`config.mk`:
```
export PLATFORM = sky130hd
export DESIGN_NAME = tlo_queue
export DESIGN_NICKNAME = d
export VERILOG_FILES = /design/src/design/tlo_queue.sv
export SDC_FILE = /design/constraint.sdc
export NUM_CORES = 1
export LEC_CHECK = 0
export BUFFER_PORTS_ARGS = -buffer_cell sky130_fd_sc_hd__buf_2
export CAP_MARGIN = 40
export CORE_ASPECT_RATIO = 2
export CORE_MARGIN = 4
export CORE_UTILIZATION = 50
export DETAILED_ROUTE_END_ITERATION = 12
export GPL_ROUTABILITY_DRIVEN = 0
export PLACE_DENSITY_LB_ADDON = 0.1
export SETUP_SLACK_MARGIN = 0.2
export SYNTH_ARGS = -nofsm -noshare
export SYNTH_HDL_FRONTEND = slang
export SYNTH_SLANG_ARGS = --single-unit
```
`constraint.sdc`:
```
create_clock -name clk -period 1.7 [get_ports clk]
set_input_delay 0 -clock clk [delete_from_list [all_inputs] [get_ports clk]]
set_output_delay 0 -clock clk [all_outputs]
set_load 0.02 [all_outputs]
```
`src/design/tlo_queue.sv`:
```
// Small first-in first-out queue held in flip-flops.
// Depends on nothing; used between front and back and at the result side.
`default_nettype none

module tlo_queue #(
    parameter int WIDTH = 9,
    parameter int DEPTH = 4
) (
    input  wire logic             clk,
    input  wire logic             rst_n,
    input  wire logic             wr_en,
    input  wire logic [WIDTH-1:0] wr_data,
    output logic                  full,
    input  wire logic             rd_en,
    output logic [WIDTH-1:0]      rd_data,
    output logic                  empty
);

    localparam int AW = (DEPTH > 1) ? $clog2(DEPTH) : 1;
    localparam int CW = $clog2(DEPTH + 1);

    logic [WIDTH-1:0] mem_reg [DEPTH];
    logic [AW-1:0]    wr_ptr_reg;
    logic [AW-1:0]    rd_ptr_reg;
    logic [CW-1:0]    count_reg;
    logic             do_wr;
    logic             do_rd;

    assign full    = (count_reg == CW'(DEPTH));
    assign empty   = (count_reg == '0);
    assign do_wr   = wr_en && !full;
    assign do_rd   = rd_en && !empty;
    assign rd_data = mem_reg[rd_ptr_reg];

    always_ff @(posedge clk)
    begin
        if (do_wr)
        begin
            mem_reg[wr_ptr_reg] <= wr_data;
        end
    end

    always_ff @(posedge clk or negedge rst_n)
    begin
        if (!rst_n)
        begin
            wr_ptr_reg <= '0;
            rd_ptr_reg <= '0;
            count_reg  <= '0;
        end
        else
        begin
            if (do_wr)
            begin
                wr_ptr_reg <= (wr_ptr_reg == AW'(DEPTH - 1)) ? '0 : wr_ptr_reg + 1'b1;
            end
            if (do_rd)
            begin
                rd_ptr_reg <= (rd_ptr_reg == AW'(DEPTH - 1)) ? '0 : rd_ptr_reg + 1'b1;
            end
            if (do_wr && !do_rd)
            begin
                count_reg <= count_reg + 1'b1;
            end
            else if (do_rd && !do_wr)
            begin
                count_reg <= count_reg - 1'b1;
            end
        end
    end

endmodule

`default_nettype wire

```
==> flow_summary.json <==
{
  "status": "complete, but fails checks",
  "failed_checks": "negative setup slack",
  "num-fill-cells": 226,
  "ff2ff_setup_slack_ps": -120,
  "synth.net_count": 104,
  "floorplan.io_pins": 24,
  "yosys-mux-area-fraction": 0.1553,
  "die_y_um": 92.01,
  "seq_power_share": 0.348,
  "timing.slew.headroom": 0.8488,
  "chipWidth_um": 50,
  "total_number_of_nets_in_the_final_design": 163,
  "rsz0062_at_grt": "true",
  "post_drt_wl_per_cell_um": 17.21,
  "regToRegStartpoint": "count_reg[0]$_DFFE_PN0P_",
  "synthesis.yosys.warnings": 0,
  "number_of_detailed_route_iterations_in_the_first_pass": 4,
  "grt_pass1_wl_um": 5375,
  "postSynthAreaPerCell_sq_um": 21.00,
  "largest_register_ffs": 36,
  "worst_hold_slack_ps": 67.17,
  "cts-root-to-sink-buffers": 2,
  "met3_usage": 0.04228,
  "yosys.area_share.adder": 0.05390,
  "clock_pin_slew_reported_for_the_worst_setup_and_hold_paths_after_clock_tree_synthesis_ps": 80,
  "cts-buffers-inserted": 5,
  "ff2ff_path_depth": 6,
  "power.internal_w": 0.003302,
  "worst_ir_drop_on_vdd_mv": 1.486,
  "crit_arrival_ps": 2000,
  "crit_path_max_fanout": 3,
  "layout-area-overhead-vs-synth_pct": 44.18,
  "setup_violations": 3,
  "grt_start_max_net_pins": 14,
  "critical_path_depth": 6,
  "mostFrequentLayoutCells": "sky130_fd_sc_hd__edfxtp_1 (36), sky130_fd_sc_hd__buf_2 (14), sky130_fd_sc_hd__buf_4 (12)",
  "dpl_cell_area_sq_um": 2102,
  "synthXorXnorAreaFrac": 0.01489,
  "root_buffer": "sky130_fd_sc_hd__clkbuf_8",
  "setup.worst_path.start": "count_reg[0]$_DFFE_PN0P_",
  "cts_htree_levels": 2,
  "criticalPathCategory": "register to register",
  "floorplan.rows": 30,
  "antenna-diode-count": 0,
  "r2r_end": "count_reg[1]$_DFFE_PN0P_",
  "numPortBuffers": 23,
  "timing.max_cap.violations": 0,
  "cts_sinks": 43,
  "total_leakage_power_nw": 0.9999,
  "comb_power_share": 0.454,
  "layout.cells.most_common": "sky130_fd_sc_hd__edfxtp_1",
  "via_count": 944,
  "detail_route.wirelength_um": 3305,
  "worst_setup_path_start_kind": "register",
  "power.share.switching": 0.2909,
  "power_switching_w": 0.001354,
  "area_fraction_in_compound_gates_after_synthesis": 0,
  "drt-vias-per-instance": 4.917,
  "fin_skew_ps": 4.366,
  "crit_chain": "nor3b_4 > nor2b_4 > ha_4 > inv_2 > fa_2 > mux2_4",
  "cts_tree": "built",
  "grtUsageTotal": 0.1648,
  "yosys_register_bits": 43,
  "route.detailed.drc": 0,
  "place.detailed.hpwl_um": 2129,
  "hold_viol_final": 0,
  "stdcell_count": 192,
  "synthesis.area_sq_um": 1764,
  "critical_path.slowest_cell": "sky130_fd_sc_hd__dfrtp_2",
  "clock_network_power_share": 0.197,
  "final_design_area_excluding_fillers_sq_um": 2544,
  "worst-slew-pin-transition_ps": 226.6,
  "combinational_family_with_the_most_area_after_synthesis": "multiplexers",
  "hold_path_class": "primary input to asynchronous set/reset pin",
  "report.final.slew_viol_count": 0,
  "cpPeakStageDelay_ps": 450,
  "ys_types": 19,
  "syn-instance-count": 84,
  "gr-total-overflow": 0,
  "post_synth_simple_gate_area": 0.05035,
  "layout-drive-gt1-share": 0.5486,
  "crit_buf_inv": 1,
  "global_route.peak_usage_layer": "met2",
  "end_kind": "register",
  "cellPowerDensity_nw_per_um2": 1831,
  "crit_required_ps": 1880,
  "floorplan.initialDensity": 0.5165,
  "met2_usage": 0.3144,
  "timing.critical_path.max_delay_family": "adder cells",
  "drt_iter0_markers": 7,
  "floorplan.core_area_sq_um": 3416,
  "placed_cells": 166,
  "number_of_global_route_vias_before_repair": 1061,
  "antenna_found_initial": 0,
  "ys_seq_area_frac": 0.7121,
  "final_antenna_violating_net_count": 0,
  "die_area_sq_um": 4600,
  "timing.final.ws_setup_ps": -122.5,
  "global_route.usage.met1": 0.1597,
  "latest_clock_arrival_within_the_worst_skew_pair_ps": 290,
  "fin_crit_sh": 1.072,
  "min_period_ps": 1823,
  "fmaxAchievable_ghz": 0.5487
}
cell usage after synthesis (all sizes together):
master,instances,area share
edfxtp,36,0.61
nor3b,1,0.011
and2,3,0.011
dfrtp,7,0.099
fa,1,0.011
buf,2,0.0071
nand2,1,0.0021
nand2b,1,0.0078
ha,6,0.043
nor2b,1,0.0078
nor3,1,0.0028
xnor2,1,0.0050
mux2,5,0.040
mux4,9,0.11
inv,3,0.0064
nor2,4,0.0085
xor2,2,0.0099
worst reg2reg max path, cell delays in order (launching register included):
cell                      delay (ps)
sky130_fd_sc_hd__dfrtp_2         450
sky130_fd_sc_hd__nor3b_4         270
sky130_fd_sc_hd__nor2b_4          80
sky130_fd_sc_hd__ha_4            160
sky130_fd_sc_hd__inv_2            50
sky130_fd_sc_hd__fa_2            430
sky130_fd_sc_hd__mux2_4          270
area by class of cell:
type / instances / area (sq um) / share of cell area
multi-input combinational: 36 / 521.8 / 0.2051
clock buffer: 6 / 72.57 / 0.02853
sequential: 43 / 1261 / 0.4958
clock inverter: 2 / 60.06 / 0.02361
timing repair buffer: 54 / 556.8 / 0.2189
tap: 48 / 60.06 / 0.02361
inverter: 3 / 11.26 / 0.004427
power groups by stage:
stage | registers (W) | logic, W | clock network, W
2_1_floorplan | 0.00158 | 0.00106 | 0
3_3_place_gp | 0.00162 | 0.00160 | 0
3_5_place_dp | 0.00165 | 0.00163 | 0
4_1_cts | 0.00162 | 0.00204 | 0.000921
5_1_grt | 0.00165 | 0.00228 | 0.000970
6_report | 0.00162 | 0.00212 | 0.000918
kinds of logic after synthesis:
group,count (synthesis)
DFF,43
muxes,14
and+or+nand+nor,12
adders and majority gates,7
buffers and inverters,5
xor gates and xnor gates,3
worst max path at each step:
stage / endpoint
after floorplan: count_reg[1]$_DFFE_PN0P_
after global placement: count_reg[1]$_DFFE_PN0P_
after detailed placement: count_reg[2]$_DFFE_PN0P_
after CTS: count_reg[1]$_DFFE_PN0P_
after global routing: count_reg[2]$_DFFE_PN0P_
final: count_reg[1]$_DFFE_PN0P_
through the flow:
stage	power, W	setup TNS (ps)	setup slack (ps)	utilization
2_1_floorplan	0.002636	-472.3	-251.2	-
3_3_place_gp	0.003221	-123.6	-102.5	0.6154
3_5_place_dp	0.003272	-204.8	-102.5	0.6154
4_1_cts	0.004581	-309.1	-128.2	0.7352
5_1_grt	0.004902	-725.0	-223.1	0.7447
6_report	0.004656	-234.2	-122.5	0.7447
metal layers:
layer	routed length (um)	part of all wire	up-vias
li1	-	-	441
met1	1103	0.33	476
met2	2044	0.62	21
met3	101	0.031	6
met4	55	0.017	0
met5	0	0	-
repair_timing:
item                                    in CTS  in global routing
hold buffers                                10                  0
gates cloned                                 3                  0
pin swaps                                    5                  5
setup buffers                                5                  0
gates resized for setup                     18                 11
hold endpoints to repair                    43                  0
endpoints found under the setup margin      38                 38
No activity file was read; power rests on OpenSTA's default activity.
