**config.mk**
```make
export PLATFORM = sky130hd
export DESIGN_NAME = tlo_back
export DESIGN_NICKNAME = d
export VERILOG_FILES = /design/src/design/tlo_pkg.sv /design/src/design/tlo_back.sv
export SDC_FILE = /design/constraint.sdc
export NUM_CORES = 1
export LEC_CHECK = 0
export BUFFER_PORTS_ARGS = -buffer_cell sky130_fd_sc_hd__buf_2
export CORE_AREA = 2 2 126 159
export DETAILED_ROUTE_END_ITERATION = 10
export DIE_AREA = 0 0 128 161
export HOLD_SLACK_MARGIN = 0.08
export PLACE_DENSITY = 0.65
export RECOVER_POWER = 50
export SLEW_MARGIN = 10
export SYNTH_ARGS = -nofsm -noshare
export SYNTH_HDL_FRONTEND = slang
export SYNTH_SLANG_ARGS = --single-unit
```
**constraint.sdc**
```tcl
create_clock -name clk -period 7.1 [get_ports clk]
set_input_delay 0.355 -clock clk [delete_from_list [all_inputs] [get_ports clk]]
set_output_delay 0.355 -clock clk [all_outputs]
set_load 0.05 [all_outputs]
```
**src/design/tlo_pkg.sv**
```systemverilog
// Shared types, constants and helpers for the timestamped line obfuscator.
// No dependencies; every other design file except tlo_queue imports this package.
`default_nettype none

package tlo_pkg;

    localparam int BLOCK_BYTES   = 12;
    localparam int KEY_LEN       = 50;
    localparam int MAX_DIGITS    = 8;
    localparam int TLO_TOK_DEPTH = 4;
    localparam int TLO_OUT_DEPTH = 4;

    localparam logic [3:0] LAST_POS  = 4'(BLOCK_BYTES - 1);
    localparam logic [5:0] LAST_KEY  = 6'(KEY_LEN - 1);

    localparam logic [7:0] MARK_OPEN   = 8'h18;
    localparam logic [7:0] MARK_CLOSE  = 8'h19;
    localparam logic [7:0] PAD_CHAR    = 8'h31;
    localparam logic [7:0] DIGIT_BASE  = 8'h30;
    localparam logic [7:0] HIGH_BIT    = 8'h80;
    localparam logic [7:0] TRAIL_MARK  = 8'h80;
    localparam logic [7:0] NEWLINE     = 8'h0A;
    localparam logic [7:0] ENC_OFFSET  = 8'd32;

    // ceil(2^27 / 10): exact quotient by ten for any 24-bit value
    localparam logic [23:0] RECIP_TEN  = 24'd13421773;
    localparam int          RECIP_SHIFT = 27;

    localparam logic [7:0] KEY_TABLE [KEY_LEN] = '{
        8'h54, 8'h69, 8'h6D, 8'h65, 8'h73, 8'h74, 8'h61, 8'h6D, 8'h70, 8'h20,
        8'h28, 8'h46, 8'h49, 8'h43, 8'h53, 8'h29, 8'h20, 8'h76, 8'h31, 8'h2E,
        8'h30, 8'h20, 8'h2D, 8'h20, 8'h70, 8'h72, 8'h6F, 8'h67, 8'h72, 8'h61,
        8'h6D, 8'h6D, 8'h65, 8'h64, 8'h20, 8'h62, 8'h79, 8'h20, 8'h48, 8'h65,
        8'h6E, 8'h72, 8'h69, 8'h6B, 8'h20, 8'h47, 8'h72, 8'h61, 8'h6D, 8'h2E
    };

    typedef struct packed {
        logic [7:0]  data_byte;
        logic        line_end;
        logic [23:0] timestamp_ms;
    } tlo_in_t;

    typedef struct packed {
        logic [7:0] out_byte;
        logic       line_done;
    } tlo_out_t;

    // one byte bound for the block buffer; last marks the closing byte of a line
    typedef struct packed {
        logic       last;
        logic [7:0] value;
    } tlo_token_t;

    typedef enum logic [1:0] {
        F_IDLE,
        F_CONV,
        F_DIGIT,
        F_CLOSE
    } tlo_front_state_t;

    typedef enum logic [1:0] {
        E_BLOCK,
        E_MARK,
        E_NEWLINE
    } tlo_emit_state_t;

    // position swaps 0/11, 2/9, 4/7
    function automatic logic [3:0] blk_perm(input logic [3:0] pos);
        logic [3:0] res;
        case (pos)
            4'd0:    res = 4'd11;
            4'd11:   res = 4'd0;
            4'd2:    res = 4'd9;
            4'd9:    res = 4'd2;
            4'd4:    res = 4'd7;
            4'd7:    res = 4'd4;
            default: res = pos;
        endcase
        return res;
    endfunction

endpackage

`default_nettype wire

```
**src/design/tlo_back.sv**
```systemverilog
// Back end: packs tokens into two alternating 12-byte blocks, pads the
// last block of a line, scrambles blocks out and adds the trailer. Depends on tlo_pkg.
`default_nettype none

module tlo_back import tlo_pkg::*; (
    input  wire logic       clk,
    input  wire logic       rst_n,
    input  wire logic       tok_empty,
    input  wire tlo_token_t tok_data,
    output logic            tok_pop,
    input  wire logic       out_full,
    output logic            out_wr,
    output tlo_out_t        out_data
);

    logic [7:0] bank_reg [2][BLOCK_BYTES];
    logic [1:0] bank_full_reg;
    logic [1:0] bank_last_reg;
    logic       wr_bank_reg;
    logic [3:0] fill_reg;
    logic       rd_bank_reg;
    logic [3:0] rd_pos_reg;
    logic [5:0] key_reg;

    tlo_emit_state_t state_reg, state_next;
    logic       blk_step;
    logic       blk_end;
    logic [7:0] raw;
    logic [7:0] enc;

    assign tok_pop = !tok_empty && !bank_full_reg[wr_bank_reg];

    // closing token pads the rest of the block with '1' in the same beat
    always_ff @(posedge clk)
    begin
        if (tok_pop)
        begin
            for (int i = 0; i < BLOCK_BYTES; i++)
            begin
                if (4'(i) == fill_reg)
                begin
                    bank_reg[wr_bank_reg][i] <= tok_data.value;
                end
                else if (tok_data.last && 4'(i) > fill_reg)
                begin
                    bank_reg[wr_bank_reg][i] <= PAD_CHAR;
                end
            end
        end
    end

    assign raw     = bank_reg[rd_bank_reg][blk_perm(rd_pos_reg)];
    assign enc     = ((raw | HIGH_BIT) ^ KEY_TABLE[key_reg]) - ENC_OFFSET;
    assign blk_end = (rd_pos_reg == LAST_POS);

    always_comb
    begin
        state_next = state_reg;
        blk_step   = 1'b0;
        out_wr     = 1'b0;
        out_data   = '{out_byte: enc, line_done: 1'b0};
        case (state_reg)
            E_BLOCK:
            begin
                if (bank_full_reg[rd_bank_reg] && !out_full)
                begin
                    out_wr   = 1'b1;
                    blk_step = 1'b1;
                    if (blk_end && bank_last_reg[rd_bank_reg])
                    begin
                        state_next = E_MARK;
                    end
                end
            end
            E_MARK:
            begin
                out_data = '{out_byte: TRAIL_MARK, line_done: 1'b0};
                if (!out_full)
                begin
                    out_wr     = 1'b1;
                    state_next = E_NEWLINE;
                end
            end
            E_NEWLINE:
            begin
                out_data = '{out_byte: NEWLINE, line_done: 1'b1};
                if (!out_full)
                begin
                    out_wr     = 1'b1;
                    state_next = E_BLOCK;
                end
            end
            default:
            begin
                state_next = E_BLOCK;
            end
        endcase
    end

    always_ff @(posedge clk or negedge rst_n)
    begin
        if (!rst_n)
        begin
            state_reg     <= E_BLOCK;
            bank_full_reg <= '0;
            bank_last_reg <= '0;
            wr_bank_reg   <= 1'b0;
            fill_reg      <= '0;
            rd_bank_reg   <= 1'b0;
            rd_pos_reg    <= '0;
            key_reg       <= '0;
        end
        else
        begin
            state_reg <= state_next;
            if (tok_pop)
            begin
                if (tok_data.last || fill_reg == LAST_POS)
                begin
                    bank_full_reg[wr_bank_reg] <= 1'b1;
                    bank_last_reg[wr_bank_reg] <= tok_data.last;
                    wr_bank_reg                <= ~wr_bank_reg;
                    fill_reg                   <= '0;
                end
                else
                begin
                    fill_reg <= fill_reg + 1'b1;
                end
            end
            if (blk_step)
            begin
                if (blk_end && bank_last_reg[rd_bank_reg])
                begin
                    key_reg <= '0;
                end
                else
                begin
                    key_reg <= (key_reg == LAST_KEY) ? '0 : key_reg + 1'b1;
                end
                if (blk_end)
                begin
                    rd_pos_reg                 <= '0;
                    bank_full_reg[rd_bank_reg] <= 1'b0;
                    rd_bank_reg                <= ~rd_bank_reg;
                end
                else
                begin
                    rd_pos_reg <= rd_pos_reg + 1'b1;
                end
            end
        end
    end

endmodule

`default_nettype wire

```
==> impl_metrics.tcl, run 1 <==
set metrics [dict create \
    cts.sink_count 190 \
    total_power_uw 5032 \
    yosysTopAreaCell "edfxtp_1" \
    synth-simple-area-share 0.1430 \
    grt_pass1_vias 6072 \
    hold_path.startpoint "tok_data[8]" \
    antenna_found_initial 1 \
    worst-slew-pin-transition_ns 1.330 \
    ys_seq_area_frac 0.5934 \
    rsz0062_at_grt "false" \
    clock_latency_ns 0.44 \
    max_clock_freq_mhz 195.3 \
    worstHoldPathType "in -> reg" \
    synthMuxAreaShare 0.1290 \
    root_buffer "clkbuf_16" \
    start_kind "flop" \
    ys_ff_latch 190 \
    timing.final.hold_violations 0 \
    cts_tree "done" \
    peakVddDrop_uv 520.4 \
    grt_start_max_net_pins 30 \
    nets 748 \
    vias 5898 \
    die_height_um 161 \
    status "finished, final reports clean" \
    htreeDepth 4 \
    synth_compound_area_frac 0.07192 \
    synth_area_per_cell_um2 13.26 \
    ys.flop_type "edfxtp_1" \
    globalRouteOverflowTotal 0 \
    r2r-end "bank_reg[1][75]" \
    max_slew_margin 0.1136 \
    synth_edf_count 168 \
    hold_path_depth 2 \
    synthTopCellsByArea "edfxtp_1 (54%), mux4_2 (9.1%), dfrtp_1 (5.8%)" \
    yosysWarnings 0 \
    worstPathRequired_ns 6.74 \
    drtPass1Iterations 5 \
    postRouteAntennaNets 0 \
    synth_top_area_frac 0.5350 \
    yosys-top-cells-count "edfxtp_1 (168), nor2_1 (50), nand2_1 (40)" \
    finalWirelength_mm 21.69 \
    finish.utilization 0.5388 \
    grt_first_pass_wirelength_mm 33.76 \
    io_pins 24 \
    dieArea_mm2 0.02061 \
    setup_tns_ns 0 \
    clkTransAtPathRegs_ns 0.07 \
    core_area_mm2 0.01911 \
    numCtsBuffers 17 \
    gp_congestion 0.8968 \
    synth_xor_area_frac 0.005573 \
    power_density_mw_per_mm2 488.6 \
    start_util 0.4933 \
    fin_crit_sh 0.7213 \
    drc 0 \
    postSynth.asyncResetShare 0.1158 \
    drtIter0Drc 379 \
    place_area_mm2 0.009673 \
    drv_cap 0 \
    r2r-start "wr_bank_reg" \
    num_rows 57 \
    largest_register_ffs 168 \
    wl_per_cell_um 22.48 \
    synth_area_mm2 0.009429 \
    via_per_inst 6.112 \
    cts_resized 0 \
    yosysMostFrequentCell "edfxtp_1" \
    cts_buffer_depth 2 \
    hpwl_mm 15.09 \
    port_buffers 22 \
    synth_fp_nets 744 \
    syn_inst 711 \
    drv_slew 0 \
    r2r_cells 10 \
    grt_usage 0.2213 \
    finClkSkew_ns 0.008026 \
    hold_end "fill_reg[2]" \
    yosys.area_share.adder 0.02654 \
    r2r_slack_ns 2.18 \
    yosysUniqueCellTypes 61 \
    setup_viol 0 \
    die_x_um 128 \
    synth_top_family_by_area "simple AND/OR/NAND/NOR gates" \
    area_growth_syn_to_layout_pct 9.222 \
    p_leak_uw 0.003574 \
    min_period_ns 5.122 \
    critical_path_class "reg -> out" \
    arrival_ns 4.77 \
    crit_fanout 21 \
    finalInstanceArea_mm2 0.01030 \
    crit_path_end_kind "primary output" \
    drive_gt1_frac 0.1621 \
]
[placed cells by master (no fill, tap or decap), drive strengths merged, types with 8 or more instances in the layout]
| master | count |
|---|---|
| a21oi | 28 |
| and2 | 29 |
| buf | 17 |
| clkbuf | 29 |
| clkinv | 8 |
| dfrtp | 22 |
| edfxtp | 168 |
| ha | 20 |
| inv | 21 |
| mux2 | 11 |
| mux2i | 21 |
| mux4 | 39 |
| nand2 | 40 |
| nand2b | 26 |
| nand3 | 18 |
| nor2 | 50 |
| nor2b | 34 |
| nor3 | 18 |
| o21ai | 26 |
| or2 | 15 |
[kinds of logic after synthesis]
kind of cell / after synthesis
adder cells (fa/ha/maj): 20
XOR/XNOR: 6
buffers and inverters: 64
AND/OR/NAND/NOR: 254
flip-flops: 190
AO/OA/AOI/OAI: 106
multiplexers: 71
[per-layer routing]
layer | up-vias | GRT usage | wire length, um
li1 | 2674 | - | -
met1 | 3008 | 0.2689 | 8648
met2 | 179 | 0.3965 | 11590
met3 | 37 | 0.04240 | 903
met4 | 0 | 0.07193 | 548
met5 | - | 0 | 0
[stage by stage]
step,hold slack [ns],std cells,setup WS [ns]
after global placement,0.3575,931,2.628
after detailed placement,0.3635,931,2.482
after floorplan,0.05941,711,3.324
final,0.2732,965,1.978
after CTS,0.2504,964,1.981
after global routing,0.2741,964,1.742
[report_power, final]
part | total [uW] | internal, uW | switching, uW | leakage, uW
Combinational | 2390 | 893 | 1490 | 0.00147
Sequential | 1620 | 1390 | 230 | 0.00179
Clock | 1020 | 596 | 426 | 0.000312
[worst max-delay path by stage]
stage,from,endpoint,slack [ns],cells after the start
detailed placement,rd_pos_reg[0],out_data[7],2.48,14
floorplan,rd_pos_reg[0],out_data[8],3.32,12
CTS,rd_pos_reg[0],out_data[7],1.98,14
finish,rd_pos_reg[0],out_data[7],1.98,14
global placement,rd_pos_reg[0],out_data[7],2.63,14
global route,rd_pos_reg[0],out_data[7],1.74,14
[layout make-up]
cell class              count  area [um2]
fillers                  1573        8815
diodes                      1       2.502
flip-flops and latches    190        5595
clock inverters            15       209.0
repair buffers             30       152.6
inverters                  19       71.32
well taps                 236       295.3
clock buffers              17       425.4
multi-input cells         457        3547
[timing repair]
| action | in CTS | in global routing |
|---|---|---|
| buffers inserted | 0 | 0 |
| hold buffers | 1 | 0 |
| hold endpoints to repair | 22 | 0 |
| setup endpoints to repair | 0 | 0 |
[worst max-delay path: stages (launching register included)]
cell and delay (ns):
dfrtp_1 0.72, inv_2 0.19, ha_1 0.27, or2_1 0.23
a21oi_1 0.15, o22a_2 0.40, buf_4 0.40, mux4_2 0.38
mux2i_1 0.26, nor3_1 0.10, nor3_1 0.37, xor2_1 0.20
ha_1 0.25, nor2_1 0.10, buf_2 0.27
No activity file was read; power rests on OpenSTA's default activity.
==> run 2: changes to the inputs <==
--- a/config.mk
+++ b/config.mk
@@ -5,10 +5,11 @@
 export SDC_FILE = /design/constraint.sdc
 export NUM_CORES = 1
 export LEC_CHECK = 0
+export ABC_AREA = 1
 export BUFFER_PORTS_ARGS = -buffer_cell sky130_fd_sc_hd__buf_2
-export CORE_AREA = 2 2 126 159
+export CORE_AREA = 2 2 128 161
 export DETAILED_ROUTE_END_ITERATION = 10
-export DIE_AREA = 0 0 128 161
+export DIE_AREA = 0 0 130 163
 export HOLD_SLACK_MARGIN = 0.08
 export PLACE_DENSITY = 0.65
 export RECOVER_POWER = 50
==> constraint.sdc (replaced) <==
create_clock -name clk -period 5 [get_ports clk]
set_input_delay 0.25 -clock clk [delete_from_list [all_inputs] [get_ports clk]]
set_output_delay 0.25 -clock clk [all_outputs]
set_load 0.05 [all_outputs]
==> run 2 against run 1 <==
Against the previous run:
- the run now ends with max-capacitance violations, max-slew violations left
- critical path depth shrank 4
- cell area grew 1.6%
- die area grew 2.8%
- cell count grew 36%
- total power grew 48%
- combinational power grew 62%
- area after synthesis grew 2.5%
- sequential share of layout area shrank 0.80 points
- sequential power grew 38%
- largest power group unchanged
==> impl_metrics.tcl, run 2 <==
set metrics [dict create \
    grt_pass1_vias 6941 \
    vias 7334 \
    gp_congestion 0.8843 \
    yosys-top-cells-count "nand2_1 (233), nor2_1 (180), edfxtp_1 (168)" \
    yosysWarnings 0 \
    numCtsBuffers 17 \
    grt_first_pass_wirelength_mm 37.46 \
    die_height_um 163 \
    arrival_ns 4.39 \
    power_density_mw_per_mm2 711.9 \
    synth_xor_area_frac 0.0009058 \
    die_x_um 130 \
    clkTransAtPathRegs_ns 0.07 \
    syn_inst 1025 \
    worstHoldPathType "in -> reg" \
    use_met1 0.2984 \
    postSynth.asyncResetShare 0.1158 \
    yosysMostFrequentCell "nand2_1" \
    antenna_found_initial 0 \
    synth_area_per_cell_um2 9.433 \
    synth_compound_area_frac 0.06172 \
    drive_gt1_frac 0.06597 \
    worst-slew-pin-transition_ns 1.629 \
    htreeDepth 4 \
    fillers 1838 \
    drv_slew 44 \
    start_util 0.4881 \
    drtPass1Iterations 5 \
    root_buffer "clkbuf_16" \
    critical_path_class "reg -> reg" \
    largest_register_ffs 168 \
    ys.flop_type "edfxtp_1" \
    cts_tree "done" \
    grt_usage 0.2364 \
    wl_per_cell_um 18.35 \
    nets 1067 \
    dieArea_mm2 0.02119 \
    synth_fp_nets 1058 \
    finish.utilization 0.5280 \
    min_period_ns 4.320 \
    grtUsageMet3 0.03548 \
    crit_path_end_kind "flop" \
    p_leak_uw 0.004273 \
    violations "max-capacitance violations, max-slew violations" \
    port_buffers 22 \
    synth_edf_count 168 \
    crit_fanout 16 \
    clock_latency_ns 0.44 \
    layout_common_cells "nand2_1 (234), nor2_1 (186), edfxtp_1 (168), nand3_1 (114), inv_1 (75)" \
    yosysTopAreaCell "edfxtp_1" \
    synth_area_mm2 0.009669 \
    finalWirelength_mm 24.15 \
    max_slew_margin -0.08733 \
    fin_crit_sh 0.8640 \
    yosys.area_share.adder 0.02588 \
    post_cts_buffers 0 \
    setup_tns_ns 0 \
    postRouteAntennaNets 0 \
    finClkSkew_ns 0.01263 \
    synthTopCellsByArea "edfxtp_1 (52%), nand2_1 (9.0%), nor2_1 (7.0%)" \
    cts_buffer_depth 2 \
    drtIter0Drc 753 \
    core_area_mm2 0.01981 \
    peakVddDrop_uv 491.0 \
    num_rows 58 \
    hpwl_mm 16.34 \
    final_common_cell "nand2_1" \
    setup_viol 0 \
    busiest_layer "met2" \
    drc 0 \
    synth_top_family_by_area "simple AND/OR/NAND/NOR gates" \
    io_pins 24 \
    synth_top_area_frac 0.5217 \
    rsz0062_at_grt "false" \
    timing.final.hold_violations 0 \
    status "finished with violations" \
    whs_ns 0.1085 \
    synthMuxAreaShare 0.02070 \
    cts.sink_count 190 \
    worstPathRequired_ns 5.07 \
    globalRouteOverflowTotal 0 \
    grt_start_max_net_pins 52 \
    synth-simple-area-share 0.2530 \
    area_growth_syn_to_layout_pct 8.178 \
    drv_cap 1 \
    ys_seq_area_frac 0.5787 \
    ys_ff_latch 190 \
    start_kind "flop" \
    via_per_inst 5.573 \
    yosysUniqueCellTypes 47 \
    diodes 0 \
    max_clock_freq_mhz 231.5 \
    grtUsageMet2 0.4008 \
]
-- run 2: changes by cell type in the layout (fill, tap and decap cells not counted), moves of 6 or more --
cell / previous run / this run
nor2b_1: 34 / 0
nor2_1: 50 / 186
o21ai_0: 26 / 37
nand2b_1: 26 / 0
inv_1: 14 / 75
or2_2: 13 / 1
clkinv_1: 3 / 9
mux4_2: 38 / 0
a22oi_1: 6 / 0
nand2_1: 40 / 234
nand3_1: 18 / 114
and2_0: 28 / 0
mux2_2: 11 / 0
-- run 2: final timing paths --
path                            slack (ns)               end  cells past startpoint             start
worst max-delay path                  0.68   bank_reg[0][82]                     10       wr_bank_reg
worst min-delay path                  0.11  bank_last_reg[1]                      3       tok_data[8]
worst max register to register        0.68   bank_reg[0][82]                     10       wr_bank_reg
worst min register to register        0.51  bank_last_reg[0]                      2  bank_last_reg[0]
max in group asynchronous             3.43       rd_bank_reg                      2             rst_n
min in group asynchronous             0.63     rd_pos_reg[1]                      2             rst_n
-- run 2: power breakdown --
part	switching, uW	total [uW]	internal (uW)
registers	210	2230	2020
clock network	611	1360	746
logic	2830	3860	1030
total	3650	7450	3800
-- run 2: layout make-up --
type	count	area [um2]	area share
well taps	270	337.8	0.03230
repair buffers	32	180.2	0.01722
inverters	87	331.6	0.03170
clock buffers	18	429.2	0.04103
clock inverters	13	150.1	0.01435
flip-flops and latches	190	5599	0.5353
multi-input cells	706	3432	0.3281
-- run 2: timing repair --
| item | in CTS | in global routing |
|---|---|---|
| hold buffers | 3 | 0 |
| gates resized for setup | 0 | 0 |
| hold endpoints to repair | 26 | 0 |
-- run 2: cell families after synthesis --
kind of cell	Yosys count
AO/OA/AOI/OAI	101
XOR/XNOR	1
adder cells (fa/ha/maj)	20
buffers and inverters	129
flip-flops	190
multiplexers	20
AND/OR/NAND/NOR	564
-- run 2: per-layer routing --
| metal | wire length (um) | vias up |
|---|---|---|
| met2 | 12240 | 287 |
| met3 | 1391 | 57 |
| met5 | 0 | - |
| li1 | - | 3464 |
| met4 | 873 | 0 |
| met1 | 9644 | 3526 |
-- run 2: through the flow --
stage	total power, uW	instances	setup WS (ns)	instance area [um2]
2_1_floorplan	5177	1025	1.490	9669
3_5_place_dp	6098	1282	1.244	9933
5_1_grt	7874	1316	0.2766	10460
3_3_place_gp	6080	1282	1.244	9933
6_report	7446	1316	0.6801	10460
4_1_cts	7441	1316	0.7680	10540
-- run 2: worst max-delay path, cell delays in order (launching register included) --
cell and delay (ns):
dfrtp_1 0.78, nor2_1 0.11, nor3_1 0.79, clkinv_1 0.28
nor2_1 0.23, inv_1 0.14, nor2_8 0.19, inv_4 0.09
nor2_1 0.37, nand2_1 0.33, a21oi_1 0.65
==> run 3: changes to the inputs <==
--- a/config.mk
+++ b/config.mk
@@ -7,11 +7,13 @@
 export LEC_CHECK = 0
 export ABC_AREA = 1
 export BUFFER_PORTS_ARGS = -buffer_cell sky130_fd_sc_hd__buf_2
-export CORE_AREA = 2 2 128 161
+export CELL_PAD_IN_SITES_DETAIL_PLACEMENT = 0
+export CELL_PAD_IN_SITES_GLOBAL_PLACEMENT = 1
+export CORE_AREA = 2 2 129 163
 export DETAILED_ROUTE_END_ITERATION = 10
-export DIE_AREA = 0 0 130 163
+export DIE_AREA = 0 0 131 165
 export HOLD_SLACK_MARGIN = 0.08
-export PLACE_DENSITY = 0.65
+export PLACE_DENSITY_LB_ADDON = 0.1
 export RECOVER_POWER = 50
 export SLEW_MARGIN = 10
 export SYNTH_ARGS = -nofsm -noshare
==> run 3 against run 2 <==
Against the previous run:
- the run now ends clean
- fmax rose by 1.7%
- non-clock buffer count did not move
- clock skew fell by 0.0022 ns
- global-route usage rose by 0.45 points
- largest cell class unchanged
- highest routed layer unchanged
==> impl_metrics.tcl, run 3 (synthesized netlist as in run 2, its figures left out) <==
set metrics [dict create \
    drv_slew 0 \
    dieArea_mm2 0.02162 \
    cts_buffer_depth 2 \
    gp_congestion 0.8558 \
    nets 1067 \
    crit_path_end_kind "primary output" \
    port_buffers 22 \
    p_leak_uw 0.004297 \
    r2r_slack_ns 0.80 \
    crit_fanout 31 \
    seqPwrFrac 0.309 \
    drtIter0Drc 514 \
    core_area_mm2 0.01996 \
    root_buffer "clkbuf_16" \
    grt_pass1_vias 6828 \
    via_per_inst 5.451 \
    diodes 0 \
    power_density_mw_per_mm2 706.0 \
    die_height_um 165 \
    grt_first_pass_wirelength_mm 38.01 \
    final_cells 1317 \
    worstPathRequired_ns 4.75 \
    r2r-start "wr_bank_reg" \
    finalWorstSetupSlack_ns 0.7516 \
    setup_viol 0 \
    clkTransAtPathRegs_ns 0.08 \
    finClkSkew_ns 0.01041 \
    cts_tree "done" \
    drtPass1Iterations 5 \
    wl_per_cell_um 18.98 \
    peakVddDrop_uv 475.6 \
    timing.final.hold_violations 0 \
    arrival_ns 4.00 \
    rsz0062_at_grt "false" \
    worst-slew-pin-transition_ns 1.444 \
    hpwl_mm 17.02 \
    hold_end "bank_reg[0][90]" \
    num_rows 58 \
    grt_usage 0.2409 \
    drv_cap 0 \
    setup_tns_ns 0 \
    start_util 0.4845 \
    hold_path_depth 1 \
    r2r-end "bank_reg[0][53]" \
    critical_path_class "reg -> out" \
    io_pins 24 \
    r2r_cells 10 \
    swShare 0.4978 \
    cts.sink_count 190 \
    drive_gt1_frac 0.06877 \
    max_slew_margin 0.03704 \
    min_period_ns 4.248 \
    status "finished, final reports clean" \
    final_common_cell "nand2_1" \
    cts_resized 0 \
    worstHoldPathType "in -> reg" \
    clock_power_share 0.185 \
    numCtsBuffers 17 \
    p_int_uw 3732 \
    pre_cts_slack_ns 1.209 \
    start_kind "flop" \
    layout_common_cells "nand2_1 (234), nor2_1 (185), edfxtp_1 (168), nand3_1 (114), inv_1 (75)" \
    p_sw_uw 3700 \
    post_cts_buffers 0 \
    die_x_um 131 \
    fin_crit_sh 0.8497 \
    comb_power_share 0.505 \
    grt_start_max_net_pins 53 \
    dp_cells 1280 \
    drc 0 \
    vias 7179 \
    postRouteAntennaNets 0 \
    area_growth_syn_to_layout_pct 8.877 \
    globalRouteOverflowTotal 0 \
    hold_path.startpoint "tok_data[2]" \
    htreeDepth 4 \
    antenna_found_initial 0 \
    clock_latency_ns 0.44 \
    max_clock_freq_mhz 235.4 \
    finalWirelength_mm 25.00 \
    largest_register_ffs 168 \
]
==> run 3: worst max path at each step <==
stage,from,to,cells after the start
detailed placement,rd_pos_reg[2],out_data[7],16
floorplan,rd_pos_reg[0],out_data[8],17
CTS,rd_pos_reg[2],out_data[7],16
finish,rd_pos_reg[2],out_data[7],16
global route,wr_bank_reg,bank_reg[0][54],10
global placement,rd_pos_reg[2],out_data[7],16
==> run 3: routing by layer <==
metal,track usage,share of wire,vias up
met5,0,0,-
met4,0.08704,0.028,0
met3,0.03434,0.042,36
met2,0.4025,0.50,185
met1,0.3200,0.43,3480
li1,-,-,3478
==> run 3: power groups by stage <==
stage | Combinational (uW) | Clock (uW) | Sequential, uW
3_3_place_gp | 3790 | 0 | 2330
6_report | 3760 | 1380 | 2300
4_1_cts | 3820 | 1380 | 2300
5_1_grt | 4170 | 1440 | 2330
3_5_place_dp | 3800 | 0 | 2330
2_1_floorplan | 3040 | 0 | 2140
==> run 3: worst max-delay path, stage by stage (launching register included) <==
cell and delay (ns):
dfrtp_1 0.71, inv_2 0.25, nor2_1 0.18, nand2_1 0.16
nand3_2 0.12, nand2_1 0.09, nand2_2 0.60, nand3_1 0.16
nand3_1 0.13, nand3_1 0.12, nand3_1 0.18, nand2_1 0.08
nand2_1 0.06, nand2_1 0.08, ha_1 0.30, nor2_1 0.08
buf_2 0.26
==> run 3: layout make-up <==
cell class / count / area (um2)
Tap cell: 270 / 337.8
Inverter: 87 / 331.6
Clock buffer: 17 / 425.4
Clock inverter: 15 / 187.7
Multi-Input combinational cell: 706 / 3448
Sequential cell: 190 / 5599
Timing Repair Buffer: 32 / 197.7
Fill cell: 1865 / 9429
==> run 3: per-stage QoR <==
stage | total power [uW] | util | hold WS, ns | area, um2
after CTS | 7491 | 0.5308 | 0.1021 | 10590
after global routing | 7938 | 0.5275 | 0.2014 | 10530
after global placement | 6122 | 0.4976 | 0.2887 | 9931
after detailed placement | 6136 | 0.4976 | 0.2974 | 9931
after floorplan | 5177 | - | -0.04559 | 9669
final | 7432 | 0.5275 | 0.1962 | 10530
==> run 3: what timing repair did <==
action,4_1_cts,5_1_grt
hold buffers,5,0
hold endpoints to repair,29,0
setup endpoints to repair,0,0
